[config.mk]
export PLATFORM = sky130hd
export DESIGN_NAME = epoch_seconds_to_datetime
export DESIGN_NICKNAME = d
export VERILOG_FILES = /design/src/sv/esd_pkg.sv /design/src/sv/esd_day_split.sv /design/src/sv/esd_time_split.sv /design/src/sv/esd_jdn_to_date.sv /design/src/sv/epoch_seconds_to_datetime.sv
export SDC_FILE = /design/constraint.sdc
export NUM_CORES = 2
export LEC_CHECK = 0
export ABC_CLOCK_PERIOD_IN_PS = 22500
export BUFFER_PORTS_ARGS = -buffer_cell sky130_fd_sc_hd__buf_2
export CELL_PAD_IN_SITES_DETAIL_PLACEMENT = 1
export CELL_PAD_IN_SITES_GLOBAL_PLACEMENT = 1
export CORE_ASPECT_RATIO = 2
export CORE_MARGIN = 2
export CORE_UTILIZATION = 45
export DETAILED_ROUTE_END_ITERATION = 12
export PLACE_DENSITY_LB_ADDON = 0.15
export SYNTH_ARGS = -nofsm -noshare
export SYNTH_HDL_FRONTEND = slang
export SYNTH_SLANG_ARGS = --single-unit
[constraint.sdc]
create_clock -name aclk -period 22.5 [get_ports aclk]
set_input_delay 4.5 -clock aclk [delete_from_list [all_inputs] [get_ports aclk]]
set_output_delay 4.5 -clock aclk [all_outputs]
set_load 0.02 [all_outputs]
[src/sv/esd_pkg.sv]
// Shared types, constants and a lookup function for the epoch seconds to date/time pipeline.
package esd_pkg;

    // Pipeline shape: day split stages, then the parallel date and time-of-day stages
    localparam int DAY_STAGES  = 3;
    localparam int DATE_STAGES = 8;
    localparam int PIPE_STAGES = DAY_STAGES + DATE_STAGES;

    // Seconds to days: (secs >> 7) / 675, estimate by floor(2^32 / 675) and correct once
    localparam logic [22:0] DAY_RECIP = 23'd6362914;
    localparam logic [9:0]  DAY_DIV   = 10'd675;

    // Julian day of the epoch plus the 32044 offset of the date algorithm
    localparam logic [21:0] JDN_OFFSET = 22'd2483589;

    // 400-year period: estimate by floor(2^32 / 146097) and correct once
    localparam logic [14:0] CENT_RECIP = 15'd29398;
    localparam logic [17:0] CENT_DIV   = 18'd146097;

    // 4-year period: estimate by floor(2^26 / 1461) and correct once
    localparam logic [15:0] QUAD_RECIP = 16'd45933;
    localparam logic [10:0] QUAD_DIV   = 11'd1461;

    // Month index: (5e + 2) / 153, exact by ceil(2^18 / 153)
    localparam logic [10:0] MON_RECIP = 11'd1714;

    // Time of day: (tod >> 4) / 225 and (rem >> 2) / 15, exact reciprocals
    localparam logic [12:0] HOUR_RECIP = 13'd4661;
    localparam logic [11:0] SEC_PER_HOUR = 12'd3600;
    localparam logic [10:0] MIN_RECIP  = 11'd1093;
    localparam logic [5:0]  SEC_PER_MIN = 6'd60;

    // Year bias of the date algorithm
    localparam logic [13:0] YEAR_BIAS = 14'd4800;

    typedef logic [15:0] day_count_t;
    typedef logic [16:0] tod_t;

    typedef struct packed {
        logic [4:0] hour;
        logic [5:0] minute;
        logic [5:0] second;
    } hms_t;

    typedef struct packed {
        logic [11:0] year;
        logic [3:0]  month;
        logic [4:0]  day;
    } ymd_t;

    // Day of the March-based year on which month index m starts: (153m + 2) / 5
    function automatic logic [8:0] month_start(input logic [3:0] m);
        logic [8:0] start;
        unique case (m)
            4'd0:    start = 9'd0;
            4'd1:    start = 9'd31;
            4'd2:    start = 9'd61;
            4'd3:    start = 9'd92;
            4'd4:    start = 9'd122;
            4'd5:    start = 9'd153;
            4'd6:    start = 9'd184;
            4'd7:    start = 9'd214;
            4'd8:    start = 9'd245;
            4'd9:    start = 9'd275;
            4'd10:   start = 9'd306;
            4'd11:   start = 9'd337;
            default: start = 9'd0;
        endcase
        return start;
    endfunction

endpackage

[src/sv/esd_day_split.sv]
// Splits the seconds count into whole days and seconds of the day over three stages.
module esd_day_split (
    input  logic                              aclk,
    input  logic [esd_pkg::DAY_STAGES-1:0]    load,
    input  logic [31:0]                       packed_seconds,
    output esd_pkg::day_count_t               days,
    output esd_pkg::tod_t                     tod
);
    import esd_pkg::*;

    logic [15:0] quot_reg;
    logic [31:0] secs0_reg;
    logic [25:0] back_reg;
    logic [15:0] quot1_reg;
    logic [31:0] secs1_reg;
    day_count_t  days_reg;
    tod_t        tod_reg;

    logic [47:0] recip_prod;
    logic [25:0] back_next;
    logic [25:0] rem_full;
    logic [10:0] rem;
    logic        fix;
    logic [10:0] rem_fixed;
    day_count_t  days_next;
    tod_t        tod_next;

    // Estimate the quotient by reciprocal multiply
    assign recip_prod = 48'(packed_seconds[31:7]) * 48'(DAY_RECIP);

    // Multiply the estimate back
    assign back_next = 26'(quot_reg) * 26'(DAY_DIV);

    // Correct the estimate by one compare and subtract
    assign rem_full  = 26'(secs1_reg[31:7]) - back_reg;
    assign rem       = rem_full[10:0];
    assign fix       = (rem >= 11'(DAY_DIV));
    assign rem_fixed = fix ? (rem - 11'(DAY_DIV)) : rem;
    assign days_next = quot1_reg + 16'(fix);
    assign tod_next  = {rem_fixed[9:0], secs1_reg[6:0]};

    always_ff @(posedge aclk) begin
        if (load[0]) begin
            quot_reg  <= recip_prod[47:32];
            secs0_reg <= packed_seconds;
        end
        if (load[1]) begin
            back_reg  <= back_next;
            quot1_reg <= quot_reg;
            secs1_reg <= secs0_reg;
        end
        if (load[2]) begin
            days_reg <= days_next;
            tod_reg  <= tod_next;
        end
    end

    assign days = days_reg;
    assign tod  = tod_reg;

endmodule

[src/sv/esd_time_split.sv]
// Splits seconds of the day into hour, minute and second, delayed to match the date path.
module esd_time_split (
    input  logic                              aclk,
    input  logic [esd_pkg::DATE_STAGES-1:0]   load,
    input  esd_pkg::tod_t                     tod,
    output esd_pkg::hms_t                     hms
);
    import esd_pkg::*;

    localparam int DELAY = DATE_STAGES - 3;

    logic [4:0]  hour0_reg;
    tod_t        tod0_reg;
    logic [16:0] hsec_reg;
    logic [4:0]  hour1_reg;
    tod_t        tod1_reg;
    logic [11:0] rem_reg;
    logic [5:0]  minute_reg;
    logic [4:0]  hour2_reg;
    hms_t        hms_reg [DELAY];

    logic [24:0] hour_prod;
    logic [16:0] hsec_next;
    logic [16:0] rem_full;
    logic [11:0] rem_next;
    logic [19:0] min_prod;
    logic [11:0] msec;
    logic [11:0] sec_full;
    hms_t        hms_next;

    // Hour by exact reciprocal
    assign hour_prod = 25'(tod[16:4]) * 25'(HOUR_RECIP);

    // Seconds in the whole hours
    assign hsec_next = 17'(hour0_reg) * 17'(SEC_PER_HOUR);

    // Remainder within the hour, then minute by exact reciprocal
    assign rem_full = tod1_reg - hsec_reg;
    assign rem_next = rem_full[11:0];
    assign min_prod = 20'(rem_next[11:2]) * 20'(MIN_RECIP);

    // Second within the minute
    assign msec     = 12'(minute_reg) * 12'(SEC_PER_MIN);
    assign sec_full = rem_reg - msec;
    assign hms_next = '{hour: hour2_reg, minute: minute_reg, second: sec_full[5:0]};

    always_ff @(posedge aclk) begin
        if (load[0]) begin
            hour0_reg <= hour_prod[24:20];
            tod0_reg  <= tod;
        end
        if (load[1]) begin
            hsec_reg  <= hsec_next;
            hour1_reg <= hour0_reg;
            tod1_reg  <= tod0_reg;
        end
        if (load[2]) begin
            rem_reg    <= rem_next;
            minute_reg <= min_prod[19:14];
            hour2_reg  <= hour1_reg;
        end
        if (load[3]) begin
            hms_reg[0] <= hms_next;
        end
        // Hold the result alongside the date stages
        for (int i = 1; i < DELAY; i++) begin
            if (load[i + 3]) begin
                hms_reg[i] <= hms_reg[i - 1];
            end
        end
    end

    assign hms = hms_reg[DELAY - 1];

endmodule

[src/sv/esd_jdn_to_date.sv]
// Turns a day count into a Gregorian year, month and day through the Julian day number.
module esd_jdn_to_date (
    input  logic                              aclk,
    input  logic [esd_pkg::DATE_STAGES-1:0]   load,
    input  esd_pkg::day_count_t               days,
    output esd_pkg::ymd_t                     ymd
);
    import esd_pkg::*;

    // 400-year period stages
    logic [38:0] cent_prod;
    logic [23:0] num_next;
    logic [6:0]  b0_reg;
    logic [23:0] num0_reg;
    logic [23:0] bback_reg;
    logic [6:0]  b1_reg;
    logic [23:0] num1_reg;
    logic [23:0] bback_next;
    logic [23:0] crem_full;
    logic [18:0] crem;
    logic        cfix;
    logic [18:0] crem_fixed;
    logic [6:0]  b_next;
    logic [6:0]  b2_reg;
    logic [15:0] c_reg;

    // 4-year period stages
    logic [17:0] num2_next;
    logic [32:0] quad_prod;
    logic [6:0]  d0_reg;
    logic [17:0] num2_reg;
    logic [6:0]  b3_reg;
    logic [17:0] dback_next;
    logic [17:0] dback_reg;
    logic [6:0]  d1_reg;
    logic [17:0] num3_reg;
    logic [6:0]  b4_reg;
    logic [17:0] drem_full;
    logic [11:0] drem;
    logic        dfix;
    logic [11:0] drem_fixed;
    logic [6:0]  d_next;
    logic [6:0]  d2_reg;
    logic [8:0]  e_reg;
    logic [6:0]  b5_reg;

    // Month index and final fields
    logic [10:0] mnum;
    logic [21:0] mon_prod;
    logic [3:0]  m_reg;
    logic [8:0]  e1_reg;
    logic [6:0]  d3_reg;
    logic [6:0]  b6_reg;
    logic        wrap;
    logic [13:0] year_full;
    logic [8:0]  day_full;
    ymd_t        ymd_next;
    ymd_t        ymd_reg;

    // Offset the day count and estimate the 400-year quotient
    assign num_next  = {22'(days) + JDN_OFFSET, 2'b11};
    assign cent_prod = 39'(num_next) * 39'(CENT_RECIP);

    // Multiply the estimate back
    assign bback_next = 24'(b0_reg) * 24'(CENT_DIV);

    // Correct the estimate; the day of the period is the remainder over four
    assign crem_full  = num1_reg - bback_reg;
    assign crem       = crem_full[18:0];
    assign cfix       = (crem >= 19'(CENT_DIV));
    assign crem_fixed = cfix ? (crem - 19'(CENT_DIV)) : crem;
    assign b_next     = b1_reg + 7'(cfix);

    // Estimate the 4-year quotient
    assign num2_next = {c_reg, 2'b11};
    assign quad_prod = 33'(num2_next) * 33'(QUAD_RECIP);

    // Multiply the estimate back
    assign dback_next = 18'(d0_reg) * 18'(QUAD_DIV);

    // Correct the estimate; the day of the year is the remainder over four
    assign drem_full  = num3_reg - dback_reg;
    assign drem       = drem_full[11:0];
    assign dfix       = (drem >= 12'(QUAD_DIV));
    assign drem_fixed = dfix ? (drem - 12'(QUAD_DIV)) : drem;
    assign d_next     = d1_reg + 7'(dfix);

    // Month index of the March-based year
    assign mnum     = 11'(e_reg) * 11'd5 + 11'd2;
    assign mon_prod = 22'(mnum) * 22'(MON_RECIP);

    // Assemble year, month and day; January and February belong to the next year
    assign wrap      = (m_reg >= 4'd10);
    assign year_full = 14'(b6_reg) * 14'd100 + 14'(d3_reg) + 14'(wrap) - YEAR_BIAS;
    assign day_full  = e1_reg - month_start(m_reg) + 9'd1;
    assign ymd_next  = '{year:  year_full[11:0],
                         month: wrap ? (m_reg - 4'd9) : (m_reg + 4'd3),
                         day:   day_full[4:0]};

    always_ff @(posedge aclk) begin
        if (load[0]) begin
            b0_reg   <= cent_prod[38:32];
            num0_reg <= num_next;
        end
        if (load[1]) begin
            bback_reg <= bback_next;
            b1_reg    <= b0_reg;
            num1_reg  <= num0_reg;
        end
        if (load[2]) begin
            b2_reg <= b_next;
            c_reg  <= crem_fixed[17:2];
        end
        if (load[3]) begin
            d0_reg   <= quad_prod[32:26];
            num2_reg <= num2_next;
            b3_reg   <= b2_reg;
        end
        if (load[4]) begin
            dback_reg <= dback_next;
            d1_reg    <= d0_reg;
            num3_reg  <= num2_reg;
            b4_reg    <= b3_reg;
        end
        if (load[5]) begin
            d2_reg <= d_next;
            e_reg  <= drem_fixed[10:2];
            b5_reg <= b4_reg;
        end
        if (load[6]) begin
            m_reg  <= mon_prod[21:18];
            e1_reg <= e_reg;
            d3_reg <= d2_reg;
            b6_reg <= b5_reg;
        end
        if (load[7]) begin
            ymd_reg <= ymd_next;
        end
    end

    assign ymd = ymd_reg;

endmodule

[src/sv/epoch_seconds_to_datetime.sv]
// Top level: seconds since 2000-01-01 00:00:00 to calendar date and time of day.
//
// Each accepted count of seconds gives one result with year, month, day, hour,
// minute and second. The block is an 11-stage pipeline: three stages split the
// count into whole days and seconds of the day, then eight stages run the
// Julian-day-to-Gregorian date steps beside the hour/minute/second split. A
// new count is taken every cycle when the output is not stalled. Every constant
// division is a reciprocal multiply followed, where needed, by one
// compare-and-subtract stage; the two multiply-then-correct passes of the date
// steps set the depth. A stall on m_ready holds each occupied stage that has no
// empty stage after it, and empty stages keep filling, so s_ready drops only
// when every stage holds a result.
module epoch_seconds_to_datetime (
    input  logic        aclk,
    input  logic        aresetn,
    input  logic        s_valid,
    output logic        s_ready,
    input  logic [31:0] s_packed_seconds,
    output logic        m_valid,
    input  logic        m_ready,
    output logic [11:0] m_year,
    output logic [3:0]  m_month,
    output logic [4:0]  m_day,
    output logic [4:0]  m_hour,
    output logic [5:0]  m_minute,
    output logic [5:0]  m_second
);
    import esd_pkg::*;

    logic [PIPE_STAGES-1:0] valid_reg;
    logic [PIPE_STAGES:0]   stage_ready;
    logic [PIPE_STAGES-1:0] valid_next;
    day_count_t             days;
    tod_t                   tod;
    hms_t                   hms;
    ymd_t                   ymd;

    // A stage may load when it is empty or its content moves on
    always_comb begin
        stage_ready[PIPE_STAGES] = m_ready;
        for (int i = PIPE_STAGES - 1; i >= 0; i--) begin
            stage_ready[i] = !valid_reg[i] || stage_ready[i + 1];
        end
    end

    // Advance the valid bits with the data
    always_comb begin
        valid_next = valid_reg;
        if (stage_ready[0]) begin
            valid_next[0] = s_valid;
        end
        for (int i = 1; i < PIPE_STAGES; i++) begin
            if (stage_ready[i]) begin
                valid_next[i] = valid_reg[i - 1];
            end
        end
    end

    always_ff @(posedge aclk) begin
        if (!aresetn) begin
            valid_reg <= '0;
        end else begin
            valid_reg <= valid_next;
        end
    end

    esd_day_split u_day_split (
        .aclk           (aclk),
        .load           (stage_ready[DAY_STAGES-1:0]),
        .packed_seconds (s_packed_seconds),
        .days           (days),
        .tod            (tod)
    );

    esd_jdn_to_date u_jdn_to_date (
        .aclk (aclk),
        .load (stage_ready[PIPE_STAGES-1:DAY_STAGES]),
        .days (days),
        .ymd  (ymd)
    );

    esd_time_split u_time_split (
        .aclk (aclk),
        .load (stage_ready[PIPE_STAGES-1:DAY_STAGES]),
        .tod  (tod),
        .hms  (hms)
    );

    // Drive the transfer handshake and result fields
    assign s_ready  = stage_ready[0];
    assign m_valid  = valid_reg[PIPE_STAGES-1];
    assign m_year   = ymd.year;
    assign m_month  = ymd.month;
    assign m_day    = ymd.day;
    assign m_hour   = hms.hour;
    assign m_minute = hms.minute;
    assign m_second = hms.second;

endmodule
==> qor_table.md <==
| Quantity | This run |
|---|---|
| Status | finished, final reports clean |
| Worst-case headroom to the max-slew limit | 0.196 |
| Starting density of the core | 0.453 |
| Buffers from clock root to sink, at most | 3 |
| Number of antenna cells inserted | 0 |
| Post-synthesis sequential area ratio | 0.305 |
| Worst-Skew Late Latency | 0.62 ns |
| Synthesized instance count | 3,985 |
| Worst clock skew | 0.0361 ns |
| DIE WIDTH | 231 um |
| Achievable Freq | 83.4 MHz |
| Clock buffers created by TritonCTS | 44 |
| Fin crit period | 11.99 ns |
| Maximum number of pins on one net before global-route repair | 61 |
| Slew @ Worst Pin | 1.20 ns |
| Top library cells by usage in the layout, fill and taps aside | sky130_fd_sc_hd__ha_1 (946), sky130_fd_sc_hd__inv_1 (906), sky130_fd_sc_hd__edfxtp_1 (460), sky130_fd_sc_hd__fa_1 (458), sky130_fd_sc_hd__xnor2_1 (154) |
| HPWL after DPL | 95,000 um |
| H-tree depth reported by CTS | 2 |
| # setup viols final | 0 |
| Number of enable flip-flop cells after synthesis | 460 |
| Mean instance size in the synthesized netlist | 11.6 um^2 |
| Final hold viol count | 0 |
| DR DRC count | 0 |
| Critical Path Slowest Stage Cell | sky130_fd_sc_hd__nor2_1 |
| Period utilisation layout | 0.533 |
| Most frequent standard cell in the layout excluding fill and tap cells | sky130_fd_sc_hd__ha_1 |
| Worst Path Arrival | 7.49 ns |
| Data required, critical path | 18.00 ns |
| Net count reported at finish | 5,537 |
| Antenna-violating nets left | 0 |
| Critical path capture point type | output pin |
| Row count | 166 |
| Largest register FFs | 85 |
| Placer Congestion | 0.896 |
| Critical path's largest stage delay | 0.36 ns |
| Flip-flop cell with the highest count after synthesis | sky130_fd_sc_hd__edfxtp_1 |
| Detailed-routing iteration count for the pre-antenna-repair pass | 5 |
| Type of the most critical hold path | reg2reg |
| CP cell instances | buf_2 -> nor2b_1 -> and2_1 -> clkinv_1 -> nor2_1 -> and2_1 -> nand2_2 -> buf_4 -> nor2_1 -> and3_1 -> nand2_1 -> buf_4 -> buf_2 |
| Largest fanout of any net on the critical path | 60 |
| Routed wirelength normalized by instance count | 19.8 um |
| Global-route usage over all layers | 0.213 |
| Flip-flop and latch count after synthesis | 476 |
| Minimum hold slack | 0.404 ns |
| Asr flop ratio synth | 0 |
| Cell at the root of the clock tree | sky130_fd_sc_hd__clkbuf_16 |
| Leading area contributor after synthesis | sky130_fd_sc_hd__edfxtp_1 |
| Core box area | 102,000 um^2 |
| Vias in the first global route | 33,394 |
| Warnings, synthesis | 0 |
| Number of violations of the max-capacitance limit | 0 |
| Via density per instance | 5.24 |
| Clk sinks | 476 |
| Hold Buf Count CTS | 0 |
| Net count after synthesis | 5,425 |
| Final Slew Violations | 0 |
| First-pass GRT wire length | 173,000 um |
| Setup repair after global routing missed its margin | no |
| TNS Setup | 0 ns |
| Design area | 50,000 um^2 |
| Total vias in the final route | 28,711 |
| Area overhead of the layout relative to synthesis | 7.82% |
| Path type of the worst setup path | in2out |
| Initial antenna violation count | 0 |
| Floorplan die area | 106,000 um^2 |
| Type of element launching the critical path | input port |
| Buffers added on ports | 75 |
| Fraction of layout cells with a size suffix above 1 | 0.0501 |
| Cell types occupying the most area after synthesis | sky130_fd_sc_hd__edfxtp_1 (30%), sky130_fd_sc_hd__ha_1 (26%), sky130_fd_sc_hd__fa_1 (20%) |
| DRT iter0 DRCs | 705 |
| Placed Instance Area | 48,400 um^2 |
| Portion of synthesized cell area occupied by the leading cell type | 0.298 |
| Number of instances resized during post-cts repair | 0 |
| Total setup buffers inserted after CTS | 0 |
| Grt ovf | 0 |
| Number of I/O pins | 76 |
| Clock-pin transition on the worst setup and hold timing paths | 0.06 ns |
| Cell area after synthesis | 46,300 um^2 |
| Overall routed net length | 108,000 um |
| CTS tree | yes |
| Die height | 458 um |
| Count of cell types in the netlist | 81 |
[critical path, delay by kind of cell]
kind          cells  cell delay (ns)
simple gates      8             1.85
buf+inv           5             1.10
[synthesized netlist by cell type (4+ instances only)]
master / n
sky130_fd_sc_hd__a211o_1: 7
sky130_fd_sc_hd__a21boi_0: 8
sky130_fd_sc_hd__a31oi_1: 20
sky130_fd_sc_hd__o21ai_0: 64
sky130_fd_sc_hd__mux2i_1: 7
sky130_fd_sc_hd__o311a_1: 4
sky130_fd_sc_hd__o31ai_1: 6
sky130_fd_sc_hd__nand3b_1: 4
sky130_fd_sc_hd__nor2b_1: 24
sky130_fd_sc_hd__xor2_1: 79
sky130_fd_sc_hd__clkbuf_1: 13
sky130_fd_sc_hd__a311o_1: 6
sky130_fd_sc_hd__a21oi_1: 126
sky130_fd_sc_hd__o22ai_1: 6
sky130_fd_sc_hd__a21o_1: 77
sky130_fd_sc_hd__o311ai_0: 11
sky130_fd_sc_hd__and3_1: 18
sky130_fd_sc_hd__nand2b_1: 10
sky130_fd_sc_hd__nor3_1: 40
sky130_fd_sc_hd__nand2_1: 83
sky130_fd_sc_hd__or3_1: 13
sky130_fd_sc_hd__nand4_1: 19
sky130_fd_sc_hd__nor3b_1: 5
sky130_fd_sc_hd__o2111ai_1: 4
sky130_fd_sc_hd__a311oi_1: 7
sky130_fd_sc_hd__nor4_1: 6
sky130_fd_sc_hd__a31o_2: 4
sky130_fd_sc_hd__buf_4: 18
sky130_fd_sc_hd__nand3_1: 53
sky130_fd_sc_hd__edfxtp_1: 460
sky130_fd_sc_hd__xnor2_1: 155
sky130_fd_sc_hd__o31a_1: 6
sky130_fd_sc_hd__o21a_1: 34
sky130_fd_sc_hd__inv_1: 909
sky130_fd_sc_hd__a2111oi_0: 6
sky130_fd_sc_hd__o21bai_1: 18
sky130_fd_sc_hd__ha_1: 946
sky130_fd_sc_hd__and2_1: 13
sky130_fd_sc_hd__or2_2: 6
sky130_fd_sc_hd__o211ai_1: 16
sky130_fd_sc_hd__dfxtp_1: 16
sky130_fd_sc_hd__a211oi_1: 15
sky130_fd_sc_hd__nor2_1: 127
sky130_fd_sc_hd__fa_1: 458
[final timing paths]
kind / from / to / slack, ns / cells past startpoint
worst max-delay path: m_ready / s_ready / 10.51 / 13
worst max register to register: u_jdn_to_date.e_reg[1] / flip-flop / 13.93 / 29
worst min-delay path: u_jdn_to_date.num0_reg[9] / u_jdn_to_date.num1_reg[9] / 0.40 / 0
worst min register to register: u_jdn_to_date.num0_reg[9] / u_jdn_to_date.num1_reg[9] / 0.40 / 0
[layer usage]
layer	global-route usage	wire (um)	vias to the layer above
li1	-	-	13598
met1	0.166	30200	14456
met2	0.476	68900	401
met3	0.0185	1870	256
met4	0.120	7240	0
met5	0	0	-
[cells by family (layout without fill, tap and decap cells)]
logic type / Yosys count / after routing / synth area share
fa+ha+maj: 1404 / 1404 / 0.453
buf+inv: 945 / 1092 / 0.0782
compound gates: 478 / 478 / 0.0703
flops: 476 / 476 / 0.305
simple gates: 438 / 438 / 0.0466
xor+xnor: 235 / 235 / 0.0446
mux: 9 / 9 / 0.00200
[per-stage QoR]
| stage | cells | worst slack, ns | util |
|---|---|---|---|
| final | 5476 | 10.51 | 0.489 |
| after floorplan | 3985 | 8.96 | - |
| after global routing | 5476 | 10.12 | 0.489 |
| after global placement | 5395 | 10.60 | 0.474 |
| after detailed placement | 5395 | 10.48 | 0.474 |
| after CTS | 5476 | 10.46 | 0.489 |
[area by class of cell]
type | count | area, um^2
fill | 10936 | 52200
multi-input combinational | 2564 | 28600
sequential | 476 | 14100
inverter | 910 | 3420
tap | 1344 | 1680
clock buffer | 46 | 1110
timing repair buffer | 101 | 571
clock inverter | 35 | 449
Power is left out: the tool's default activity adds up to more than one toggle a clock period on the data nets, which glitch-free logic cannot reach.
